`src/hw/rtl/rvm_pkg.sv`:
```
`timescale 1ns / 1ps

package rvm_pkg;

    localparam int FRAC_BITS    = 11;
    localparam int SAMPLE_DEPTH = 65536;
    localparam int ADDR_W       = $clog2(SAMPLE_DEPTH);
    localparam int PHASE_W      = ADDR_W + FRAC_BITS;

    localparam int SAMPLE_W     = 8;
    localparam int ADDR_IN_W    = 16;
    localparam int PHASE_IN_W   = 27;
    localparam int STEP_W       = 27;
    localparam int VOL_W        = 10;
    localparam int ACC_W        = 32;
    localparam int WIDEN_SHIFT  = 8;
    localparam int PROD_W       = VOL_W + 1 + SAMPLE_W;

    localparam int OP_W         = 2;
    localparam int CFG_IDX_W    = 2;
    localparam int CFG_DATA_W   = 27;

    localparam int IN_BITS      = ADDR_IN_W + SAMPLE_W + PHASE_IN_W + 2 * ACC_W;
    localparam int IN_DATA_W    = ((IN_BITS + 7) / 8) * 8;
    localparam int OUT_BITS     = 2 * ACC_W + PHASE_IN_W;
    localparam int OUT_DATA_W   = ((OUT_BITS + 7) / 8) * 8;

    typedef enum logic [OP_W-1:0] {
        OP_WRITE     = 2'd0,
        OP_SET_PHASE = 2'd1,
        OP_MIX       = 2'd2
    } op_t;

    typedef enum logic [CFG_IDX_W-1:0] {
        CFG_PHASE_STEP   = 2'd0,
        CFG_LEFT_VOLUME  = 2'd1,
        CFG_RIGHT_VOLUME = 2'd2,
        CFG_STEREO_MODE  = 2'd3
    } cfg_index_t;

    typedef struct packed {
        logic [VOL_W-1:0] left_volume;
        logic [VOL_W-1:0] right_volume;
        logic             stereo_mode;
    } mix_cfg_t;

endpackage

```
`src/hw/rtl/rvm_mix.sv`:
```
`timescale 1ns / 1ps

module rvm_mix (
    input  logic signed [rvm_pkg::SAMPLE_W-1:0] sample,
    input  rvm_pkg::mix_cfg_t                   cfg,
    input  logic        [rvm_pkg::ACC_W-1:0]    left_accum,
    input  logic        [rvm_pkg::ACC_W-1:0]    right_accum,
    output logic        [rvm_pkg::ACC_W-1:0]    left_mix,
    output logic        [rvm_pkg::ACC_W-1:0]    right_mix
);

    import rvm_pkg::*;

    logic signed [PROD_W-1:0] left_prod;
    logic signed [PROD_W-1:0] right_prod;
    logic        [ACC_W-1:0]  left_term;
    logic        [ACC_W-1:0]  right_term;

    always_comb
    begin
        left_prod  = $signed({1'b0, cfg.left_volume}) * sample;
        right_prod = $signed({1'b0, cfg.right_volume}) * sample;
        left_term  = ACC_W'(left_prod) << WIDEN_SHIFT;
        right_term = ACC_W'(right_prod) << WIDEN_SHIFT;
        left_mix   = left_accum + left_term;
        if (cfg.stereo_mode)
        begin
            right_mix = right_accum + right_term;
        end
        else
        begin
            right_mix = right_accum;
        end
    end

endmodule

```
`config.mk`:
```
export PLATFORM = sky130hd
export DESIGN_NAME = rvm_mix
export DESIGN_NICKNAME = d
export VERILOG_FILES = /design/src/hw/rtl/rvm_pkg.sv /design/src/hw/rtl/rvm_mix.sv
export SDC_FILE = /design/constraint.sdc
export NUM_CORES = 1
export LEC_CHECK = 0
export ABC_CLOCK_PERIOD_IN_PS = 13500
export BUFFER_PORTS_ARGS = -buffer_cell sky130_fd_sc_hd__buf_2
export CAP_MARGIN = 5
export CORE_UTILIZATION = 55
export DETAILED_ROUTE_END_ITERATION = 8
export PLACE_DENSITY_LB_ADDON = 0.3
export SYNTH_ARGS = -nofsm -noshare
export SYNTH_HDL_FRONTEND = slang
export SYNTH_SLANG_ARGS = --single-unit
```
`constraint.sdc`:
```
create_clock -name vclk -period 13.5
set_input_delay 0.675 -clock vclk [all_inputs]
set_output_delay 0.675 -clock vclk [all_outputs]
set_load 0.05 [all_outputs]
```
# Word-level counts from Yosys, hierarchy flattened
# Index checks and enable logic that the tools add are counted.
# totals
elab_cells	5
ff_bits	0
in_bits	93
mem_bits_rw	0
latch_bits	0
rom_bits	0
n_memories	0
# classes
bitwise_logic	0
n_addsub	2
n_reduce_logical	0
n_lt_le_gt_ge	0
div	0
mux	1
multipliers	2
n_eq_ne	0
shifts	0
# op_table
operator	count
$add 32x32->32	2
$mul 11x8->19	2
$mux 32	1

# Logic depth before layout (Yosys ltp)
# Gate-level depths: netlist of run 1.
# depth
ltp_word	3
mapped_depth	31

# Worst setup path before layout of run 1
# No wires, ideal clock.
# synth_path
kind	input -> output
from	input port sample[7] (netlist name)
to	output port right_mix[31] (netlist name)
stages	24
t_arrival_ns	6.981
setup_slack_ns	5.844
required_ns	12.825
cell_sequence	inv_1 > buf_1 > nor2_1 > fa_1 > fa_1 > fa_1 > inv_1 > fa_1 > inv_1 > ha_1 > o21ai_0 > o21ai_0 > a31oi_1 > xnor2_1 > ha_1 > a21o_1 > a31o_2 > a22oi_1 > nand2_1 > o41ai_2 > o21ai_1 > a31oi_1 > mux2i_1 > xor2_1
# synth_between
elab_chain_len	3
# synth_rtl
element	line_no	source
from (decl)	rvm_mix.sv:4	input logic signed [rvm_pkg::SAMPLE_W-1:0] sample,
$mul 11x8->19	rvm_mix.sv:22	right_prod = $signed({1'b0, cfg.right_volume}) * sample;
$add 32x32->32	rvm_mix.sv:28	right_mix = right_accum + right_term;
$mux 32	rvm_mix.sv:26	if (cfg.stereo_mode)
to (decl)	rvm_mix.sv:9	output logic [rvm_pkg::ACC_W-1:0] right_mix
# No other way between the ends.

# Final worst setup path of run 1
# Same ends and word-level chain as after synthesis.

==> results of run 1 <==
cell families (layout without fill, tap and decap cells):
kind of cell | Yosys count | after routing | synth area share, %
mux | 23 | 23 | 3.18
buf+inv | 210 | 299 | 10.5
simple gates | 272 | 272 | 17.8
fa+ha+maj | 244 | 244 | 47.2
xor+xnor | 64 | 64 | 6.96
compound gates | 173 | 173 | 14.3
per-layer routing:
metal,GRT usage [%],up-vias
li1,-,3401
met1,31.5,3257
met2,38.5,158
met3,0.969,13
met4,2.33,0
met5,0,-
synth_stat cells, drive strengths merged, types with 6 or more instances:
library cell,count
a211oi,8
and3,8
nand3,13
mux2,21
nor3,13
ha,144
xnor2,42
a31oi,8
buf,19
fa,100
o21ai,30
nor2,41
a21oi,51
nand2,58
inv,174
nor2b,6
clkbuf,17
nand2b,12
and2,105
xor2,22
o21bai,14
a21o,33
worst min path at each step:
stage	start	end	slack, ns
floorplan	left_accum[0]	left_mix[0]	1.52
global route	left_accum[0]	left_mix[0]	1.35
finish	left_accum[0]	left_mix[0]	1.35
CTS	left_accum[6]	left_mix[6]	1.35
global placement	left_accum[6]	left_mix[6]	1.35
detailed placement	left_accum[6]	left_mix[6]	1.35
through the flow:
step                      cells  setup slack, ns  hold slack [ns]  cell area, um^2  utilization [%]
after global placement     1255             5.73             1.35             8710             61.8
final                      1255             5.56             1.35             8710             61.8
after global routing       1255             5.07             1.35             8710             61.8
after floorplan             986             5.84             1.52             8050                -
after detailed placement   1255             5.60             1.35             8710             61.8
after CTS                  1255             5.59             1.35             8710             61.8
final cells by class:
type	instances	area share, %
inverters	174	7.50
repair buffers	125	7.18
multi-input cells	776	82.7
well taps	180	2.59
==> results by group, run 1 <==
Status
  • Outcome: finished, final reports clean

Hold path
  • Worst hold path class: input pin to primary output
  • Hold path depth: 0

Setup path
  • Crit-path most repeated cell: fa_1
  • Crit. End Element: primary output
  • Number of buffers and inverters on the critical path: 5
  • Critical path class: input pin to primary output
  • Crit path DAT: approximately 7.3 ns
  • Crit path required time: between 10 and 15 ns
  • Max FO, Critical Path: 15
  • Critical path endpoint: right_mix[31]
  • Critical Path Max Stage Delay: ~0.55 ns
  • CP delay by family, top: adder cells
  • Slowest cell on crit path: fa_1
  • Critical path origin: sample[7]
  • CP Depth: 26
  • Startpoint Class: input pin

Timing
  • Worst-margin pin slew: between 0.6 and 0.7 ns
  • Min Tclk post-route: 7.94 ns
  • Max-slew violations: 0
  • Hold Vio Cnt, Final: 0
  • F_max: 126 MHz
  • RSZ-0062 raised after global routing: no
  • Slew margin rel.: just under 60%
  • Final setup vio count: 0
  • Setup tns final: 0 ns
  • Period utilisation layout: between 50% and 60%

Floorplan
  • Core area: around 0.014 mm^2
  • Die Y: ~120 um
  • # IOs: between 150 and 200
  • Site row count: 43
  • DIE WIDTH: 123 um
  • Initial core utilization: approximately 57%
  • Die footprint: roughly 0.015 mm^2

Logic synthesis
  • Area leader, netlist: fa_1
  • Syn Area/Cell: around 8 um^2
  • Synth top area share: 24.9%
  • Syn nets: approximately 1300
  • Unique cell type count in the Yosys netlist: between 50 and 60
  • Cells after synthesis: between 900 and 1000
  • Sequential share of the synthesized area: 0%
  • Synth Cell Area: roughly 0.0081 mm^2
  • Yosys warning total: 0
  • Synth top area cells: fa_1, ha_1, and2_1

Finish
  • Sequential cell count: 0
  • Commonest non-fill, non-tap cell in the layout: inv_1
  • Fill count: between 1000 and 1500
  • Clock buffer count: 0
  • Commonest non-fill, non-tap cells in the layout: inv_1, ha_1, buf_2
  • Synth-to-Final Area Change: 8.14%
  • Layout cells sized above 1: roughly 14%
  • Multi-input logic area: 0.00721 mm^2
  • Register area: 0 um^2
  • Nets@finish: 1414
  • N_diodes: 0

Detailed routing
  • Max layer used: met4
  • Initial DRT Pass Iterations: 7
  • Routed length on met3: ~740 um
  • Routed WL per cell: around 13 um
  • DR DRC count: 0
  • Final ANT Viol Nets: 0
  • Met2 Wirelength: 7820 um
  • 1st-iter DRT viols: slightly below 300
  • DRT met1 WL: 7670 um
  • Final wirelength: 16400 um
  • Post-DR vias/cell: 5.44
  • Via Count: between 6000 and 7000

Placement
  • Port Buffers: between 100 and 150
  • Dpl hpwl: 14000 um
  • GP Congestion: about 0.84

GRT
  • Initial antenna violation count: 0
  • Largest net degree at the start of global routing: 32
  • Grt ovf: 0
  • Number of global-route vias before repair: ~6500
  • First-pass GRT wire length: 28000 um
  • Total GRT Usage: about 22%

Clock tree
  • Post-cts resize count: 0
  • Hold buffers post-CTS: 0
  • Post-CTS Setup Bufs: 0

Job
  • Max cap viols: 0
Power of run 1 is not shown: default switching activity piles up to over one toggle a cycle in this logic, so the estimate is an artifact.
==> run 2, diff against run 1 <==
--- a/config.mk
+++ b/config.mk
@@ -5,10 +5,10 @@
 export SDC_FILE = /design/constraint.sdc
 export NUM_CORES = 1
 export LEC_CHECK = 0
-export ABC_CLOCK_PERIOD_IN_PS = 13500
+export ABC_CLOCK_PERIOD_IN_PS = 6900
 export BUFFER_PORTS_ARGS = -buffer_cell sky130_fd_sc_hd__buf_2
 export CAP_MARGIN = 5
-export CORE_UTILIZATION = 55
+export CORE_UTILIZATION = 54
 export DETAILED_ROUTE_END_ITERATION = 8
 export PLACE_DENSITY_LB_ADDON = 0.3
 export SYNTH_ARGS = -nofsm -noshare
==> constraint.sdc (replaced) <==
create_clock -name vclk -period 6.9
set_input_delay 0.345 -clock vclk [all_inputs]
set_output_delay 0.345 -clock vclk [all_outputs]
set_load 0.05 [all_outputs]
==> run 2 against run 1 <==
Effect of this change:
- flip-flop and latch count stayed put
- design area is 5.3% higher
- critical path depth is 2 higher
- first-iteration DRC count is 10% lower
- via count is 1.2% higher
- non-clock buffer count is 33 higher
- wire length is 1.7% higher
- sequential share of layout area stayed put
- global-route usage is 0.18 points lower
- count of clock-buffer cells in the layout stayed put
- die area is 1.8% higher
- highest routed layer unchanged
- final cell count is 2.9% higher
==> results by group, run 2 (synthesized netlist as in run 1, its figures left out) <==
Timing
  • Worst setup margin: about 0.25 ns
  • Hold Vio Cnt, Final: 0
  • Period utilisation layout: between 90% and 100%
  • F_max: 150 MHz
  • Max-slew violations: 0
  • Final setup vio count: 0
  • Slew margin rel.: a little under three fifths
  • Worst-margin pin slew: between 0.6 and 0.7 ns
  • Min Tclk post-route: ~6.6 ns
  • RSZ-0062 raised after global routing: no

Floorplan
  • Site row count: 44
  • Die footprint: between 0.015 and 0.02 mm^2
  • # IOs: 157
  • Initial core utilization: between 50% and 60%
  • DIE WIDTH: 124 um
  • Die Y: 124 um
  • Core area: approximately 0.015 mm^2

Placement
  • Dpl hpwl: about 15000 um
  • GP Congestion: ~0.84
  • Setup WS pre-CTS: -0.0869 ns
  • Port Buffers: between 100 and 150

Setup path
  • Critical Path Max Stage Delay: roughly 0.56 ns
  • Number of buffers and inverters on the critical path: 7
  • Critical path class: input pin to primary output
  • Crit path required time: 6.55 ns
  • Crit path DAT: between 6 and 7 ns
  • Startpoint Class: input pin
  • Slowest cell on crit path: fa_1
  • Crit. End Element: primary output
  • Max FO, Critical Path: 8
  • CP delay by family, top: adder cells

Hold path
  • Worst hold path class: input pin to primary output

GRT
  • Total GRT Usage: a little over a fifth
  • Largest net degree at the start of global routing: 32
  • Grt ovf: 0
  • Initial antenna violation count: 0
  • Number of global-route vias before repair: approximately 6600
  • First-pass GRT wire length: around 28000 um

Clock tree
  • Hold buffers post-CTS: 0

Finish
  • Register area: 0 um^2
  • Commonest non-fill, non-tap cell in the layout: inv_1
  • N_diodes: 0
  • Nets@finish: around 1400
  • Clock buffer count: 0
  • Sequential cell count: 0
  • Fill count: approximately 1300
  • Synth-to-Final Area Change: 13.8%
  • Layout cells sized above 1: between 10% and 20%
  • Commonest non-fill, non-tap cells in the layout: inv_1, ha_1, buf_2

Detailed routing
  • DR DRC count: 0
  • Initial DRT Pass Iterations: 5
  • 1st-iter DRT viols: roughly 260
  • Post-DR vias/cell: around 5.3
  • Final wirelength: 16600 um
  • Final ANT Viol Nets: 0
  • Via Count: 6910
  • Routed WL per cell: 12.9 um

Status
  • Outcome: finished, final reports clean

Job
  • Max cap viols: 0
## run 2: metal layers
metal  global-route usage (%)  wire length (um)  vias up
li1                         -                 -     3474
met2                     37.8              7890      125
met5                        0                 0        -
met4                     1.49                89        0
met1                     31.9              7960     3301
met3                    0.504               700       10
## run 2: cell type report
class,count,area [um^2],area share [%]
Tap cell,184,230,2.51
Timing Repair Buffer,158,907,9.89
Inverter,174,657,7.17
Multi-Input combinational cell,776,7370,80.4
## run 2: repair_timing
| action | 4_1_cts | 5_1_grt |
|---|---|---|
| endpoints found under the setup margin | 4 | 12 |
| pin swaps | 0 | 21 |
| setup buffers | 0 | 4 |
| resized for setup | 3 | 48 |
## run 2: per-stage QoR
| step | hold WS (ns) | utilization [%] | instance area, um^2 | TNS, ns | cells |
|---|---|---|---|---|---|
| finish | 0.690 | 63.1 | 9170 | 0 | 1292 |
| global route | 0.690 | 63.1 | 9170 | 0 | 1292 |
| CTS | 0.690 | 61.6 | 8960 | 0 | 1288 |
| detailed placement | 0.690 | 61.6 | 8950 | -0.184 | 1288 |
| global placement | 0.690 | 61.6 | 8950 | 0 | 1288 |
| floorplan | 0.857 | - | 8070 | 0 | 986 |
## run 2: path summary, 6_finish.rpt
path / to / slack, ns / cells past startpoint / start
max: right_mix[31] / 0.25 / 28 / cfg[3]
min: left_mix[0] / 0.69 / 0 / left_accum[0]
Power of run 2 is left out for the same reason.
==> run 3, diff against run 2 <==
--- a/config.mk
+++ b/config.mk
@@ -5,10 +5,10 @@
 export SDC_FILE = /design/constraint.sdc
 export NUM_CORES = 1
 export LEC_CHECK = 0
-export ABC_CLOCK_PERIOD_IN_PS = 6900
+export ABC_CLOCK_PERIOD_IN_PS = 7200
 export BUFFER_PORTS_ARGS = -buffer_cell sky130_fd_sc_hd__buf_2
 export CAP_MARGIN = 5
-export CORE_UTILIZATION = 54
+export CORE_UTILIZATION = 55
 export DETAILED_ROUTE_END_ITERATION = 8
 export PLACE_DENSITY_LB_ADDON = 0.3
 export SYNTH_ARGS = -nofsm -noshare
==> constraint.sdc (replaced) <==
create_clock -name vclk -period 7.2
set_input_delay 0.36 -clock vclk [all_inputs]
set_output_delay 0.36 -clock vclk [all_outputs]
set_load 0.05 [all_outputs]
==> run 3 against run 2 <==
Effect of this change:
- via count decreased by 0.97%
- global-route usage shrank 0.26 points
- critical path depth fell by 1
- first-iteration DRC count is 9.1% lower
- final cell count decreased by 2.3%
==> results by group, run 3 (synthesized netlist as in run 1, its figures left out) <==
Setup path
  • Crit path required time: ~6.8 ns
  • Crit path DAT: roughly 6.5 ns
  • Crit. End Element: primary output
  • Startpoint Class: input pin
  • Critical path class: input pin to primary output
  • Max FO, Critical Path: 7

Floorplan
  • DIE WIDTH: roughly 120 um
  • Die Y: approximately 120 um
  • Initial core utilization: a little under three fifths
  • # IOs: 157
  • Site row count: 43
  • Core area: roughly 0.014 mm^2
  • Die footprint: roughly 0.015 mm^2

Finish
  • Layout cells sized above 1: between 10% and 20%
  • Commonest non-fill, non-tap cell in the layout: inv_1
  • Clock buffer count: 0
  • N_diodes: 0
  • Layout Cell Area excl Fill: 0.00885 mm^2
  • Layout Cells excl Fill: approximately 1300
  • Nets@finish: about 1400
  • Synth-to-Final Area Change: 9.93%
  • Commonest non-fill, non-tap cells in the layout: inv_1, ha_1, buf_2
  • Register area: 0 um^2
  • Sequential cell count: 0

Hold path
  • Worst hold path class: input pin to primary output

Placement
  • Dpl hpwl: ~14000 um
  • GP Congestion: roughly 0.85
  • # placed instances: between 1000 and 1500
  • Port Buffers: between 100 and 150
  • Placed cell area: roughly 0.0087 mm^2

Detailed routing
  • 1st-iter DRT viols: about 240
  • Final ANT Viol Nets: 0
  • Via Count: 6843
  • Initial DRT Pass Iterations: 5
  • Post-DR vias/cell: 5.42
  • DR DRC count: 0
  • Final wirelength: 15900 um
  • Routed WL per cell: 12.6 um

GRT
  • Number of global-route vias before repair: approximately 6600
  • Total GRT Usage: 21.7%
  • First-pass GRT wire length: 27600 um
  • Largest net degree at the start of global routing: 32
  • Grt ovf: 0
  • Initial antenna violation count: 0

Timing
  • Final hold slack: slightly above 0.7 ns
  • Worst-margin pin slew: 0.734 ns
  • Period utilisation layout: between 90 and 100%
  • RSZ-0062 raised after global routing: no
  • Max-slew violations: 0
  • Min Tclk post-route: about 7 ns
  • Slew margin rel.: between 50% and 60%
  • Final setup vio count: 0
  • Setup tns final: 0 ns
  • Hold Vio Cnt, Final: 0
  • F_max: ~150 MHz

Status
  • Outcome: finished, final reports clean

Job
  • Max cap viols: 0
==> run 3: changes by cell type in the layout (fill, tap and decap cells not counted), moves of 2 or more <==
cell     before  now
a41oi_1       1    3
a41oi_2       2    0
buf_4        38    9
buf_2       113  116
a21oi_1      41   48
a21oi_2      10    3
o21ai_1       6    8
o21ai_2       2    0
==> run 3: per-layer routing <==
layer	share of wire (%)	vias up	GRT usage, %
li1	-	3412	-
met1	48	3292	31.3
met2	48	135	38.0
met3	3.8	4	0.600
met4	0.32	0	1.20
met5	0	-	0
==> run 3: worst paths after layout <==
path / from / to / cells past startpoint
worst max-delay path: sample[7] / left_mix[28] / 27
worst min-delay path: left_accum[1] / left_mix[1] / 0
==> run 3: critical path, cell delays in order <==
cell and delay [ns]:
buf_2 0.19, clkinvlp_4 0.22, buf_4 0.18, buf_4 0.15, nor2_1 0.11, fa_1 0.43, fa_1 0.46, fa_1 0.49
inv_1 0.05, fa_1 0.47, inv_1 0.04, ha_1 0.31, a21o_1 0.19, a21oi_1 0.26, o211ai_1 0.17, a31o_2 0.25
a21oi_1 0.16, xnor2_1 0.14, ha_1 0.29, and3_1 0.25, nand3_1 0.09, inv_1 0.09, a211o_1 0.36, a21o_1 0.19
a21oi_1 0.17, xnor2_1 0.13, clkbuf_4 0.24
==> run 3: timing repair <==
action                     4_1_cts  5_1_grt
resized for setup                0       28
hold buffers                     0        0
buffers inserted                 0        2
setup endpoints to repair        0        8
==> run 3: layout make-up <==
type               instances  area (um^2)
multi-input cells        776         7270
inverters                174          657
repair buffers           132          701
well taps                180          225
fillers                 1330         5240
==> run 3: through the flow <==
stage               setup WS, ns  util (%)
floorplan                  0.174         -
global placement           0.255      62.1
detailed placement         0.116      62.1
CTS                        0.106      62.1
global route             0.00810      62.8
finish                     0.362      62.8
Power of run 3 is left out for the same reason.
